$ cat src/hdl/ehv_pkg.sv
package ehv_pkg;

  // Status codes reported on the result channel
  typedef logic [2:0] status_t;

  localparam status_t ST_OK          = 3'd0;
  localparam status_t ST_IN_HEADER   = 3'd1;
  localparam status_t ST_OFFSET_ALGN = 3'd2;
  localparam status_t ST_ADDR_ALGN   = 3'd3;
  localparam status_t ST_PAST_END    = 3'd4;
  localparam status_t ST_OUT_OF_RNG  = 3'd5;
  localparam status_t ST_BSS_RANGE   = 3'd6;
  localparam status_t ST_ENTRY       = 3'd7;

  // Configuration register indexes
  typedef logic [1:0] cfg_index_t;

  localparam cfg_index_t REG_IMAGE_LENGTH = 2'd0;
  localparam cfg_index_t REG_ENTRY_ADDR   = 2'd1;
  localparam cfg_index_t REG_BSS_ADDRESS  = 2'd2;
  localparam cfg_index_t REG_BSS_SIZE     = 2'd3;

  // Field widths fixed by the header format
  localparam int INDEX_W = 5;
  localparam int WORD_W  = 32;

  typedef logic [INDEX_W-1:0] index_t;
  typedef logic [WORD_W-1:0]  word_t;

  // Allowed load windows, end bound inclusive
  localparam word_t WIN_A_LO = 32'h8000_3100;
  localparam word_t WIN_A_HI = 32'h8120_0000;
  localparam word_t WIN_B_LO = 32'h9300_0000;
  localparam word_t WIN_B_HI = 32'h933d_0000;

  // Low address bits that must be zero for 32-byte alignment
  localparam word_t LINE_MASK = 32'h0000_001f;

  // Result of checking one section entry
  typedef struct packed {
    status_t code;
    logic    entry_hit;
  } check_t;

  // True when [start, start+size) does not wrap and lies in a window
  function automatic logic span_allowed(word_t start, word_t size);
    logic [WORD_W:0] end_w;
    end_w = {1'b0, start} + {1'b0, size};
    return !end_w[WORD_W] &&
           ((start >= WIN_A_LO && end_w[WORD_W-1:0] <= WIN_A_HI) ||
            (start >= WIN_B_LO && end_w[WORD_W-1:0] <= WIN_B_HI));
  endfunction

endpackage

$ cat src/hdl/ehv_sec_if.sv
// Section entry channel
interface ehv_sec_if;
  import ehv_pkg::*;

  logic   valid;
  logic   ready;
  index_t section_index;
  word_t  section_offset;
  word_t  section_address;
  word_t  section_len;

  modport source (
    output valid, section_index, section_offset, section_address, section_len,
    input  ready
  );

  modport sink (
    input  valid, section_index, section_offset, section_address, section_len,
    output ready
  );
endinterface

$ cat src/hdl/ehv_res_if.sv
// Result channel
interface ehv_res_if #(
  parameter int SECTIONS = 18
);
  import ehv_pkg::*;

  logic                valid;
  logic                ready;
  status_t             status;
  logic                image_done;
  logic [SECTIONS-1:0] sections_present;

  modport source (
    output valid, status, image_done, sections_present,
    input  ready
  );

  modport sink (
    input  valid, status, image_done, sections_present,
    output ready
  );
endinterface

$ cat src/hdl/ehv_check.sv
// Per-entry checks: error code in priority order and entry point hit
module ehv_check #(
  parameter int TEXT_SECTIONS = 7,
  parameter int HEADER_BYTES  = 256
) (
  input  ehv_pkg::index_t section_index,
  input  ehv_pkg::word_t  section_offset,
  input  ehv_pkg::word_t  section_address,
  input  ehv_pkg::word_t  section_len,
  input  ehv_pkg::word_t  image_length,
  input  ehv_pkg::word_t  entry_addr,
  output ehv_pkg::check_t result
);
  import ehv_pkg::*;

  localparam word_t HDR_LIMIT = WORD_W'(HEADER_BYTES);
  localparam logic [INDEX_W:0] TEXT_LIMIT = (INDEX_W+1)'(TEXT_SECTIONS);

  logic            nonempty;
  logic [WORD_W:0] round_sum;
  word_t           rounded;
  word_t           room;
  word_t           sec_end;
  logic            past_end;

  // Size rounded up to a 32-byte line; a carry out means it wrapped
  assign round_sum = {1'b0, section_len} + {1'b0, LINE_MASK};
  assign rounded   = round_sum[WORD_W-1:0] & ~LINE_MASK;
  assign room      = image_length - section_offset;
  assign nonempty  = section_len != '0;
  assign past_end  = round_sum[WORD_W] || (section_offset > image_length) ||
                     (rounded > room);

  // First failing check wins
  always_comb begin
    if (nonempty && section_offset < HDR_LIMIT) begin
      result.code = ST_IN_HEADER;
    end else if ((section_offset & LINE_MASK) != '0) begin
      result.code = ST_OFFSET_ALGN;
    end else if ((section_address & LINE_MASK) != '0) begin
      result.code = ST_ADDR_ALGN;
    end else if (past_end) begin
      result.code = ST_PAST_END;
    end else if (nonempty && !span_allowed(section_address, section_len)) begin
      result.code = ST_OUT_OF_RNG;
    end else begin
      result.code = ST_OK;
    end
  end

  // Entry point inside a text section; section end wraps modulo 2^32
  assign sec_end = section_address + section_len;
  assign result.entry_hit = ({1'b0, section_index} < TEXT_LIMIT) &&
                            (entry_addr >= section_address) &&
                            (entry_addr < sec_end);

endmodule

$ cat src/hdl/executable_header_validator_unit.sv
// Executable header validator. Section table entries enter on the sec channel,
// one per transfer, and each produces exactly one result transfer. The unit
// takes one entry per clock unless the result channel stalls: an entry is
// held in an input register, checked by the logic between that register and
// the result register, and the sticky first-error code, entry-found flag and
// present mask are updated as it is loaded. Results carry the first error seen
// so far; the entry with index SECTIONS-1 also runs the bss and entry point
// checks, raises image_done with the present mask and clears the image state.
// Indexes of SECTIONS or more change nothing and report the kept error. The
// configuration registers are written through cfg_write_en, cfg_index and
// cfg_data by the user while no entry is in flight; the unit does not check.
module executable_header_validator_unit #(
  parameter int SECTIONS      = 18,
  parameter int TEXT_SECTIONS = 7,
  parameter int HEADER_BYTES  = 256
) (
  input  logic                clk,
  input  logic                rst,
  ehv_sec_if.sink             sec,
  ehv_res_if.source           res,
  input  logic                cfg_write_en,
  input  ehv_pkg::cfg_index_t cfg_index,
  input  ehv_pkg::word_t      cfg_data
);
  import ehv_pkg::*;

  localparam logic [INDEX_W:0] SEC_LIMIT = (INDEX_W+1)'(SECTIONS);
  localparam index_t           LAST_IDX  = INDEX_W'(SECTIONS - 1);

  // Configuration registers
  word_t image_length;
  word_t entry_addr;
  word_t bss_address;
  word_t bss_size;

  always_ff @(posedge clk) begin
    if (rst) begin
      image_length <= '0;
      entry_addr   <= '0;
      bss_address  <= '0;
      bss_size     <= '0;
    end else if (cfg_write_en) begin
      unique case (cfg_index)
        REG_IMAGE_LENGTH: image_length <= cfg_data;
        REG_ENTRY_ADDR:   entry_addr   <= cfg_data;
        REG_BSS_ADDRESS:  bss_address  <= cfg_data;
        REG_BSS_SIZE:     bss_size     <= cfg_data;
        default:          image_length <= image_length;
      endcase
    end
  end

  // Input register
  logic   s1_valid;
  index_t s1_index;
  word_t  s1_offset;
  word_t  s1_address;
  word_t  s1_size;
  logic   advance;

  assign advance   = !res.valid || res.ready;
  assign sec.ready = !s1_valid || advance;

  always_ff @(posedge clk) begin
    if (rst) begin
      s1_valid <= 1'b0;
    end else if (sec.ready) begin
      s1_valid <= sec.valid;
    end
  end

  always_ff @(posedge clk) begin
    if (sec.ready && sec.valid) begin
      s1_index   <= sec.section_index;
      s1_offset  <= sec.section_offset;
      s1_address <= sec.section_address;
      s1_size    <= sec.section_len;
    end
  end

  // Entry checks
  check_t chk;

  ehv_check #(
    .TEXT_SECTIONS (TEXT_SECTIONS),
    .HEADER_BYTES  (HEADER_BYTES)
  ) u_check (
    .section_index   (s1_index),
    .section_offset  (s1_offset),
    .section_address (s1_address),
    .section_len     (s1_size),
    .image_length    (image_length),
    .entry_addr      (entry_addr),
    .result          (chk)
  );

  // Image state
  status_t             first_error;
  logic                entry_found;
  logic [SECTIONS-1:0] present_mask;

  status_t             first_error_next;
  logic                entry_found_next;
  logic [SECTIONS-1:0] present_mask_next;

  status_t             status_next;
  logic                image_done_next;
  logic [SECTIONS-1:0] sections_present_next;

  logic                idx_ok;
  logic                is_last;
  logic                process;
  status_t             err_now;
  status_t             err_fin;
  logic                found_now;
  logic [SECTIONS-1:0] mask_now;

  assign idx_ok  = {1'b0, s1_index} < SEC_LIMIT;
  assign is_last = s1_index == LAST_IDX;
  assign process = s1_valid && advance;

  assign err_now   = (first_error == ST_OK) ? chk.code : first_error;
  assign found_now = entry_found || chk.entry_hit;
  assign mask_now  = present_mask |
                     ((s1_size != '0) ? (SECTIONS'(1) << s1_index) : '0);

  // Final verdict: bss span first, then entry point
  always_comb begin
    err_fin = err_now;
    if (err_fin == ST_OK && bss_size != '0 && !span_allowed(bss_address, bss_size)) begin
      err_fin = ST_BSS_RANGE;
    end
    if (err_fin == ST_OK && !found_now) begin
      err_fin = ST_ENTRY;
    end
  end

  // Result and state update for the entry in the input register
  always_comb begin
    first_error_next      = first_error;
    entry_found_next      = entry_found;
    present_mask_next     = present_mask;
    status_next           = first_error;
    image_done_next       = 1'b0;
    sections_present_next = '0;
    if (idx_ok && !is_last) begin
      first_error_next  = err_now;
      entry_found_next  = found_now;
      present_mask_next = mask_now;
      status_next       = err_now;
    end else if (idx_ok) begin
      first_error_next      = ST_OK;
      entry_found_next      = 1'b0;
      present_mask_next     = '0;
      status_next           = err_fin;
      image_done_next       = 1'b1;
      sections_present_next = mask_now;
    end
  end

  always_ff @(posedge clk) begin
    if (rst) begin
      first_error  <= ST_OK;
      entry_found  <= 1'b0;
      present_mask <= '0;
    end else if (process) begin
      first_error  <= first_error_next;
      entry_found  <= entry_found_next;
      present_mask <= present_mask_next;
    end
  end

  // Result register
  always_ff @(posedge clk) begin
    if (rst) begin
      res.valid <= 1'b0;
    end else if (advance) begin
      res.valid <= s1_valid;
    end
  end

  always_ff @(posedge clk) begin
    if (process) begin
      res.status           <= status_next;
      res.image_done       <= image_done_next;
      res.sections_present <= sections_present_next;
    end
  end

  // Assertions
  logic last_done;
  assign last_done = process && idx_ok && is_last;

  a_clear_after_last: assert property (@(posedge clk) disable iff (rst)
    last_done |=> (first_error == ST_OK && !entry_found && present_mask == '0))
    else $error("image state not cleared after last section");

  a_error_sticky: assert property (@(posedge clk) disable iff (rst)
    (first_error != ST_OK && !last_done) |=> $stable(first_error))
    else $error("kept error changed before end of image");

  a_mask_only_final: assert property (@(posedge clk) disable iff (rst)
    (res.valid && !res.image_done) |-> (res.sections_present == '0))
    else $error("mask reported on a non-final result");

  a_ready_only_stall: assert property (@(posedge clk) disable iff (rst)
    !sec.ready |-> (s1_valid && res.valid && !res.ready))
    else $error("input stalled without a downstream stall");

endmodule
$ cat src/flat_wrapper.sv
// flat-port wrapper written by rule: the top's interface ports become plain ports
module executable_header_validator_unit_flat import ehv_pkg::*;
#(
  parameter int SECTIONS      = 18,
  parameter int TEXT_SECTIONS = 7,
  parameter int HEADER_BYTES  = 256
)
  (clk, rst, cfg_write_en, cfg_index, cfg_data, sec_valid, sec_section_index, sec_section_offset, sec_section_address, sec_section_len, sec_ready, res_valid, res_status, res_image_done, res_sections_present, res_ready);
  ehv_sec_if sec_i ();
  ehv_res_if #(.SECTIONS(SECTIONS)) res_i ();
  input  logic clk;
  input  logic rst;
  input  logic cfg_write_en;
  input  ehv_pkg::cfg_index_t cfg_index;
  input  ehv_pkg::word_t cfg_data;
  input wire logic [$bits(sec_i.valid)-1:0] sec_valid;
  input wire logic [$bits(sec_i.section_index)-1:0] sec_section_index;
  input wire logic [$bits(sec_i.section_offset)-1:0] sec_section_offset;
  input wire logic [$bits(sec_i.section_address)-1:0] sec_section_address;
  input wire logic [$bits(sec_i.section_len)-1:0] sec_section_len;
  output wire logic [$bits(sec_i.ready)-1:0] sec_ready;
  output wire logic [$bits(res_i.valid)-1:0] res_valid;
  output wire logic [$bits(res_i.status)-1:0] res_status;
  output wire logic [$bits(res_i.image_done)-1:0] res_image_done;
  output wire logic [$bits(res_i.sections_present)-1:0] res_sections_present;
  input wire logic [$bits(res_i.ready)-1:0] res_ready;
  assign sec_i.valid = sec_valid;
  assign sec_i.section_index = sec_section_index;
  assign sec_i.section_offset = sec_section_offset;
  assign sec_i.section_address = sec_section_address;
  assign sec_i.section_len = sec_section_len;
  assign sec_ready = sec_i.ready;
  assign res_valid = res_i.valid;
  assign res_status = res_i.status;
  assign res_image_done = res_i.image_done;
  assign res_sections_present = res_i.sections_present;
  assign res_i.ready = res_ready;
  executable_header_validator_unit #(.SECTIONS(SECTIONS), .TEXT_SECTIONS(TEXT_SECTIONS), .HEADER_BYTES(HEADER_BYTES)) u_core (.clk(clk), .rst(rst), .sec(sec_i), .res(res_i), .cfg_write_en(cfg_write_en), .cfg_index(cfg_index), .cfg_data(cfg_data));
endmodule
$ cat config.mk
export PLATFORM = sky130hd
export DESIGN_NAME = executable_header_validator_unit_flat
export DESIGN_NICKNAME = d
export VERILOG_FILES = /design/src/hdl/ehv_pkg.sv /design/src/hdl/ehv_sec_if.sv /design/src/hdl/ehv_res_if.sv /design/src/hdl/ehv_check.sv /design/src/hdl/executable_header_validator_unit.sv /design/src/flat_wrapper.sv
export SDC_FILE = /design/constraint.sdc
export NUM_CORES = 1
export LEC_CHECK = 0
export BUFFER_PORTS_ARGS = -buffer_cell sky130_fd_sc_hd__buf_4
export CORE_ASPECT_RATIO = 0.5
export CORE_MARGIN = 2
export CORE_UTILIZATION = 66
export CTS_BUF_LIST = sky130_fd_sc_hd__clkbuf_8 sky130_fd_sc_hd__clkbuf_16
export CTS_CLUSTER_DIAMETER = 30
export DETAILED_ROUTE_END_ITERATION = 10
export GPL_ROUTABILITY_DRIVEN = 0
export PLACE_DENSITY = 0.87
export SETUP_SLACK_MARGIN = 0.05
export SLEW_MARGIN = 10
export SYNTH_ARGS = -nofsm -noshare
export SYNTH_HDL_FRONTEND = slang
export SYNTH_SLANG_ARGS = --single-unit
$ cat constraint.sdc
create_clock -name clk -period 14.2 [get_ports clk]
set_input_delay 1.42 -clock clk [delete_from_list [all_inputs] [get_ports clk]]
set_output_delay 1.42 -clock clk [all_outputs]
set_load 0.05 [all_outputs]
; ---- Word level (Yosys, flattened, before mapping)
; Cells that the tools add are included.
[word_totals]
reg_bits = 275
latchBits = 0
ramBits = 0
rom_bits = 0
inputBits = 140
out_inout_bits = 24
word_cells = 107
mem_count = 0
[classes]
n_addsub = 5
mul = 0
div_mod_pow = 0
n_lt_le_gt_ge = 15
eq_ne = 4
shift = 1
muxes = 18
bitwise_logic = 2
n_reduce_logical = 46
[op_table]
columns = cell, count
row1 = "32-bit greater-or-equal comparator, second input constant", 4
row2 = "32-bit <= comparator, second input constant", 4
row3 = 32-bit nonzero test, 4
row4 = 32-bit by 32-bit adder with 33-bit output, 2
row5 = 32-bit > comparator, 2
row6 = 18-bit 2-to-1 mux, 3
row7 = 3-bit 2-to-1 mux, 12
row8 = "32-bit by 5-bit adder with 33-bit output, second input constant", 1
row9 = 32-bit adder, 1
row10 = 32-bit greater-or-equal comparator, 1
row11 = 32-bit less-than comparator, 1
row12 = "32-bit by 9-bit less-than comparator with 1-bit output, second input constant", 1
row13 = 32-bit subtractor, 1
row14 = 18-bit OR, 1
row15 = "1-bit by 5-bit left shift with 18-bit output, first input constant", 1
row16 = 1-bit logical AND, 16
row17 = 2-bit AND reduction, 5
row18 = 3-bit logical NOT, 3
row19 = 1-bit logical NOT, 8
row20 = 1-bit logical OR, 7
row21 = "5-bit equality test, second input constant", 1
row22 = "5-bit by 3-bit less-than comparator with 1-bit output, second input constant", 1
row23 = "5-bit less-than comparator, second input constant", 1
row24 = "2-bit equality test, second input constant", 2
row25 = other kinds (6), 8

; ---- Depth between registers and ports, before layout
[logic_depth]
depth_word = 22
mapped_depth = 29
ltp_nobuf = 29

; ---- Hierarchy
; Synthesis repeated with hierarchy kept, for this count alone.
[unflattened]
hier_cells = 2183
hier_area_um2 = 18644.1
[by_module_without_submodules]
columns = module, instances, cells_each, area_per_inst_um2, seq_area_each_um2
row1 = executable_header_validator_unit, 1, 1202, 11756.3, 6736.5
row2 = ehv_check, 1, 981, 6887.9, 0.0

; ---- Least setup slack after synthesis
; No wires, ideal clock.
[synth_path]
path_type = register to register
start = register u_core.s1_offset[1]
end = register u_core.res.status[0], data pin
setup_ns = 0.256
arrival_ns = 4.980
required_ns = 13.944
slack_ns = 8.963
stages_incl_launch_ff = 28
path_buffers = 0
synth_period_minus_slack_ns = 5.237
path_cell_list = edfxtp_1 inv_1 ha_1 nor2b_1 o21ai_0 a21boi_0 o21ai_0 a21oi_1 o21ai_0 a21oi_1 o22a_1 a2111o_1 a31oi_1 o211ai_1 a221oi_1 xor2_1 ha_1 nand4_1 nor3_1 nand4_1 o21ai_0 a21oi_1 a21oi_1 a41o_1 a21o_1 o2111ai_2 and4bb_1 o22a_1
[synth_via]
elab_chain_len = 17
elab_cells_between_ends = 22
cone_classes = add/sub: 1 / order compare: 3 / mux: 9 / reduce/logical: 9
[synth_rtl]
columns = item, line
row1 = start: declaration, executable_header_validator_unit.sv:56  ; word_t s1_offset;
row2 = start signal: assignment, executable_header_validator_unit.sv:75  ; s1_offset <= sec.section_offset;
row3 = 32-bit subtractor / 32-bit > comparator (equally long branches), "ehv_check.sv:29, ehv_check.sv:31"
row4 = 32-bit > comparator / 1-bit logical OR (equally long branches), "ehv_check.sv:32, ehv_check.sv:31"
row5 = 1-bit logical OR, ehv_check.sv:31  ; assign past_end = round_sum[WORD_W] || (section_offset > image_length) ||
row6 = 3-bit 2-to-1 mux, ehv_check.sv:42  ; end else if (past_end) begin
row7 = 3-bit 2-to-1 mux, ehv_check.sv:40  ; end else if ((section_address & LINE_MASK) != '0) begin
row8 = 3-bit 2-to-1 mux, ehv_check.sv:38  ; end else if ((section_offset & LINE_MASK) != '0) begin
row9 = 3-bit 2-to-1 mux (*), ehv_check.sv:36  ; if (nonempty && section_offset < HDR_LIMIT) begin
row10 = 3-bit 2-to-1 mux (*), executable_header_validator_unit.sv:122  ; assign err_now = (first_error == ST_OK) ? chk.code : first_error;
row11 = 3-bit logical NOT, executable_header_validator_unit.sv:130  ; if (err_fin == ST_OK && bss_size != '0 && !span_allowed(bss_address, bss_size)) begin
row12 = 1-bit logical AND (2 in series), executable_header_validator_unit.sv:130
row13 = 3-bit 2-to-1 mux, executable_header_validator_unit.sv:130
row14 = 3-bit logical NOT, executable_header_validator_unit.sv:133  ; if (err_fin == ST_OK && !found_now) begin
row15 = 1-bit logical AND, executable_header_validator_unit.sv:133
row16 = 3-bit 2-to-1 mux, executable_header_validator_unit.sv:133
row17 = 3-bit 2-to-1 mux, executable_header_validator_unit.sv:151  ; end else if (idx_ok) begin
row18 = 3-bit 2-to-1 mux (*), executable_header_validator_unit.sv:146  ; if (idx_ok && !is_last) begin
row19 = net u_core.status_next[0], executable_header_validator_unit.sv:106  ; status_t status_next;
row20 = end signal: assignment, executable_header_validator_unit.sv:184  ; res.status <= status_next;
row21 = end: declaration, ehv_res_if.sv:14  ; output valid, status, image_done, sections_present,
; The timed path passes the listed nets; every way through them passes the cells marked *.
; A chain may end at the register's enable or synchronous reset.

; ---- Worst setup path after layout
; Same ends and word-level chain as after synthesis.

==> reports/summary.txt <==
Status -> finished, final reports clean
Vias in the first global route -> 15900
Diodes inserted -> 0
Most frequent cells in the layout -> nand2_1 (354), a21oi_1 (250), ha_1 (186)
Setup-failing EPs final -> 0
Setup Skew -> 0.00972 ns
Slew Viols, Final -> 0
Residual DRC count -> 0
Syn avg cell area -> 8.72 um2
Drt first-iter violations -> 2130
Place WS -> 8.06 ns
Share of cells above drive strength 1 -> 12.6%
Top_reg_cell synth -> dfxtp_1
CTS Buf Count -> 34
Post-synth EDFFs -> 123
MaxCap Viol Count -> 0
Die Y -> 120 um
Worst Slack Setup Final -> 7.90 ns
Setup crit end kind -> flop
Post-layout min period -> 6.30 ns
Final net count -> 2531
Synth warn -> 0
Power per cell area -> 110 nW/um2
Ports -> 164
Leak pwr -> 8.74 nW
Die ar. -> 28500 um2
Peak supply drop -> 0.0000842 V
Final hold violation count -> 0
Post-cts sizing count -> 0
CTS tree -> yes
Drt via density -> 6.53
Htree depth -> 2
First-pass GRT wire length -> 82700 um
Library cells used by synthesis -> 90
Num Clock Sinks -> 275
Synth top area share -> 20.6%
CP Data Required Time -> 14.49 ns
Site Rows -> 42
Starting Density -> 67.4%
WL per Instance -> 20.5 um
Hold buffer count at CTS -> 0
Drt first pass iters -> 6
Hold Path Class -> reg2reg
Clk_lat worst skew -> 0.54 ns
Post-CTS Setup Inserts -> 0
Layout Utilization -> 77.9%
Startpoint Class -> flop
Period utilization -> 44.4%
Crit path kind -> reg2reg
Max Fanout on Critical Path -> 4
Largest net degree at the start of global routing -> 88
RSZ-0062 raised after global routing -> false
Worst-path clk slew -> 0.06 ns
CORE AREA -> 26500 um2
Yosys reg bits -> 275
Leading area contributor after synthesis -> edfxtp_1
GRT Overall Usage -> 36.6%
CTS Buffer Depth -> 3
Fmax -> 159 MHz
Area contributors post-synth -> edfxtp_1 (21%), dfxtp_1 (17%), ha_1 (13%), nand2_1 (7.4%), a21oi_1 (7.0%)
Post-DP HPWL -> 39000 um
Ys async rst share -> 0%
Register area share after synthesis -> 37.7%
Critical Path AT -> 6.59 ns
Synth Instances -> 2052
Slew margin rel. -> 19.3%
Post-Syn Area -> 17900 um2
Die W -> 237 um
CTS root buf -> clkbuf_16
Commonest non-fill, non-tap cell in the layout -> nand2_1
Gr ovfl total -> 0
Initial antenna violation count -> 0
Fin Setup TNS -> 0 ns
Remaining antenna violation count -> 0
Mapped Nets -> 2381
Syn-to-layout area delta -> 15.6%
Total number of vias -> 16800
Port bufs -> 163
Final WL -> 52800 um
Slew @ Worst Pin -> 1.20 ns
[logic make-up (layout without fill, tap and decap cells)]
family          after synthesis  count (layout)  synth area share (%)
simple gates                743             743                  19.8
fa+ha+maj                   189             189                  13.3
flops                       275             275                  37.7
buf+inv                     171             347                  3.66
xor+xnor                     95              95                  4.65
compound gates              572             572                  20.5
mux                           7               7                 0.420
[metal layers]
| layer | share of wire (%) | global-route usage (%) |
|---|---|---|
| met1 | 40 | 50.1 |
| met2 | 44 | 58.6 |
| met3 | 12 | 7.28 |
| met4 | 3.5 | 12.4 |
| met5 | 0 | 0 |
[cell type report]
type / count / area, um2
fill: 1787 / 5860
sequential: 275 / 6740
multi-input combinational: 1606 / 10500
inverter: 112 / 420
tap: 352 / 440
clock buffer: 36 / 901
timing repair buffer: 173 / 1300
clock inverter: 26 / 372
[registers in the layout (all words and copies together), names as in the netlist]
name,flops
u_core.image_length,32
u_core.res.sections_present,18
u_core.entry_addr,32
u_core.res.valid,1
u_core.entry_found,1
u_core.res.status,3
u_core.s1_offset,32
u_core.bss_size,32
u_core.s1_index,5
u_core.present_mask,18
u_core.s1_valid,1
u_core.first_error,3
u_core.bss_address,32
u_core.res.image_done,1
u_core.s1_address,32
u_core.s1_size,32
[worst paths after layout]
check / depth (start not counted) / slack (ns) / endpoint / start
min: 2 / 0.43 / u_core.present_mask[17]$_SDFFE_PP0P_ / u_core.present_mask[17]$_SDFFE_PP0P_
max: 27 / 7.90 / u_core.res.status[0]$_DFFE_PP_ / u_core.s1_offset[1]$_DFFE_PP_
max reg2reg: 27 / 7.90 / u_core.res.status[0]$_DFFE_PP_ / u_core.s1_offset[1]$_DFFE_PP_
min reg2reg: 2 / 0.43 / u_core.present_mask[17]$_SDFFE_PP0P_ / u_core.present_mask[17]$_SDFFE_PP0P_
[critical path, stage by stage (launching register included)]
cell and delay (ns):
edfxtp_1 0.39, inv_1 0.06, ha_1 0.29, nor2b_1 0.13, o21ai_0 0.21, a21boi_0 0.15, o21ai_0 0.24, a21oi_1 0.16
o21ai_0 0.29, a21oi_1 0.13, o22a_1 0.23, a2111o_1 0.37, a31oi_1 0.37, o211ai_1 0.20, a221oi_1 0.36, xor2_1 0.12
ha_1 0.31, nand4_1 0.12, nor3_1 0.31, nand4_1 0.17, o21ai_0 0.19, a21oi_1 0.06, a21oi_1 0.15, a41o_1 0.26
a21o_1 0.13, o2111ai_2 0.17, and4bb_1 0.30, o22a_1 0.17
[report_power, final]
group	internal, mW	switching [mW]	leakage [nW]
combinational	0.162	0.248	5.70
clock	0.573	0.388	0.622
sequential	0.863	0.0364	2.42
[synth_stat cells (21+ instances only)]
cell type  number
a21o_1         45
o21ai_0        78
nand2_1       354
and2_1         25
ha_1          186
nor4_1         35
edfxtp_1      123
xor2_1         40
dfxtp_1       152
inv_1         112
nor2_1        103
o21bai_1       21
xnor2_1        55
nand4_1        35
clkbuf_1       52
nor3_1         32
nand3_1        34
nor2b_1        24
a21oi_1       250
[stage by stage]
| stage | cells | total power, mW | instance area, um2 | hold WS, ns |
|---|---|---|---|---|
| after global placement | 2518 | 1.29 | 19400 | 0.415 |
| after floorplan | 2052 | 1.17 | 17900 | 0.409 |
| after global routing | 2580 | 2.34 | 20700 | 0.476 |
| after CTS | 2580 | 2.26 | 20700 | 0.433 |
| after detailed placement | 2518 | 1.30 | 19400 | 0.427 |
| final | 2580 | 2.27 | 20700 | 0.434 |
(Power assumes the default switching activity.)
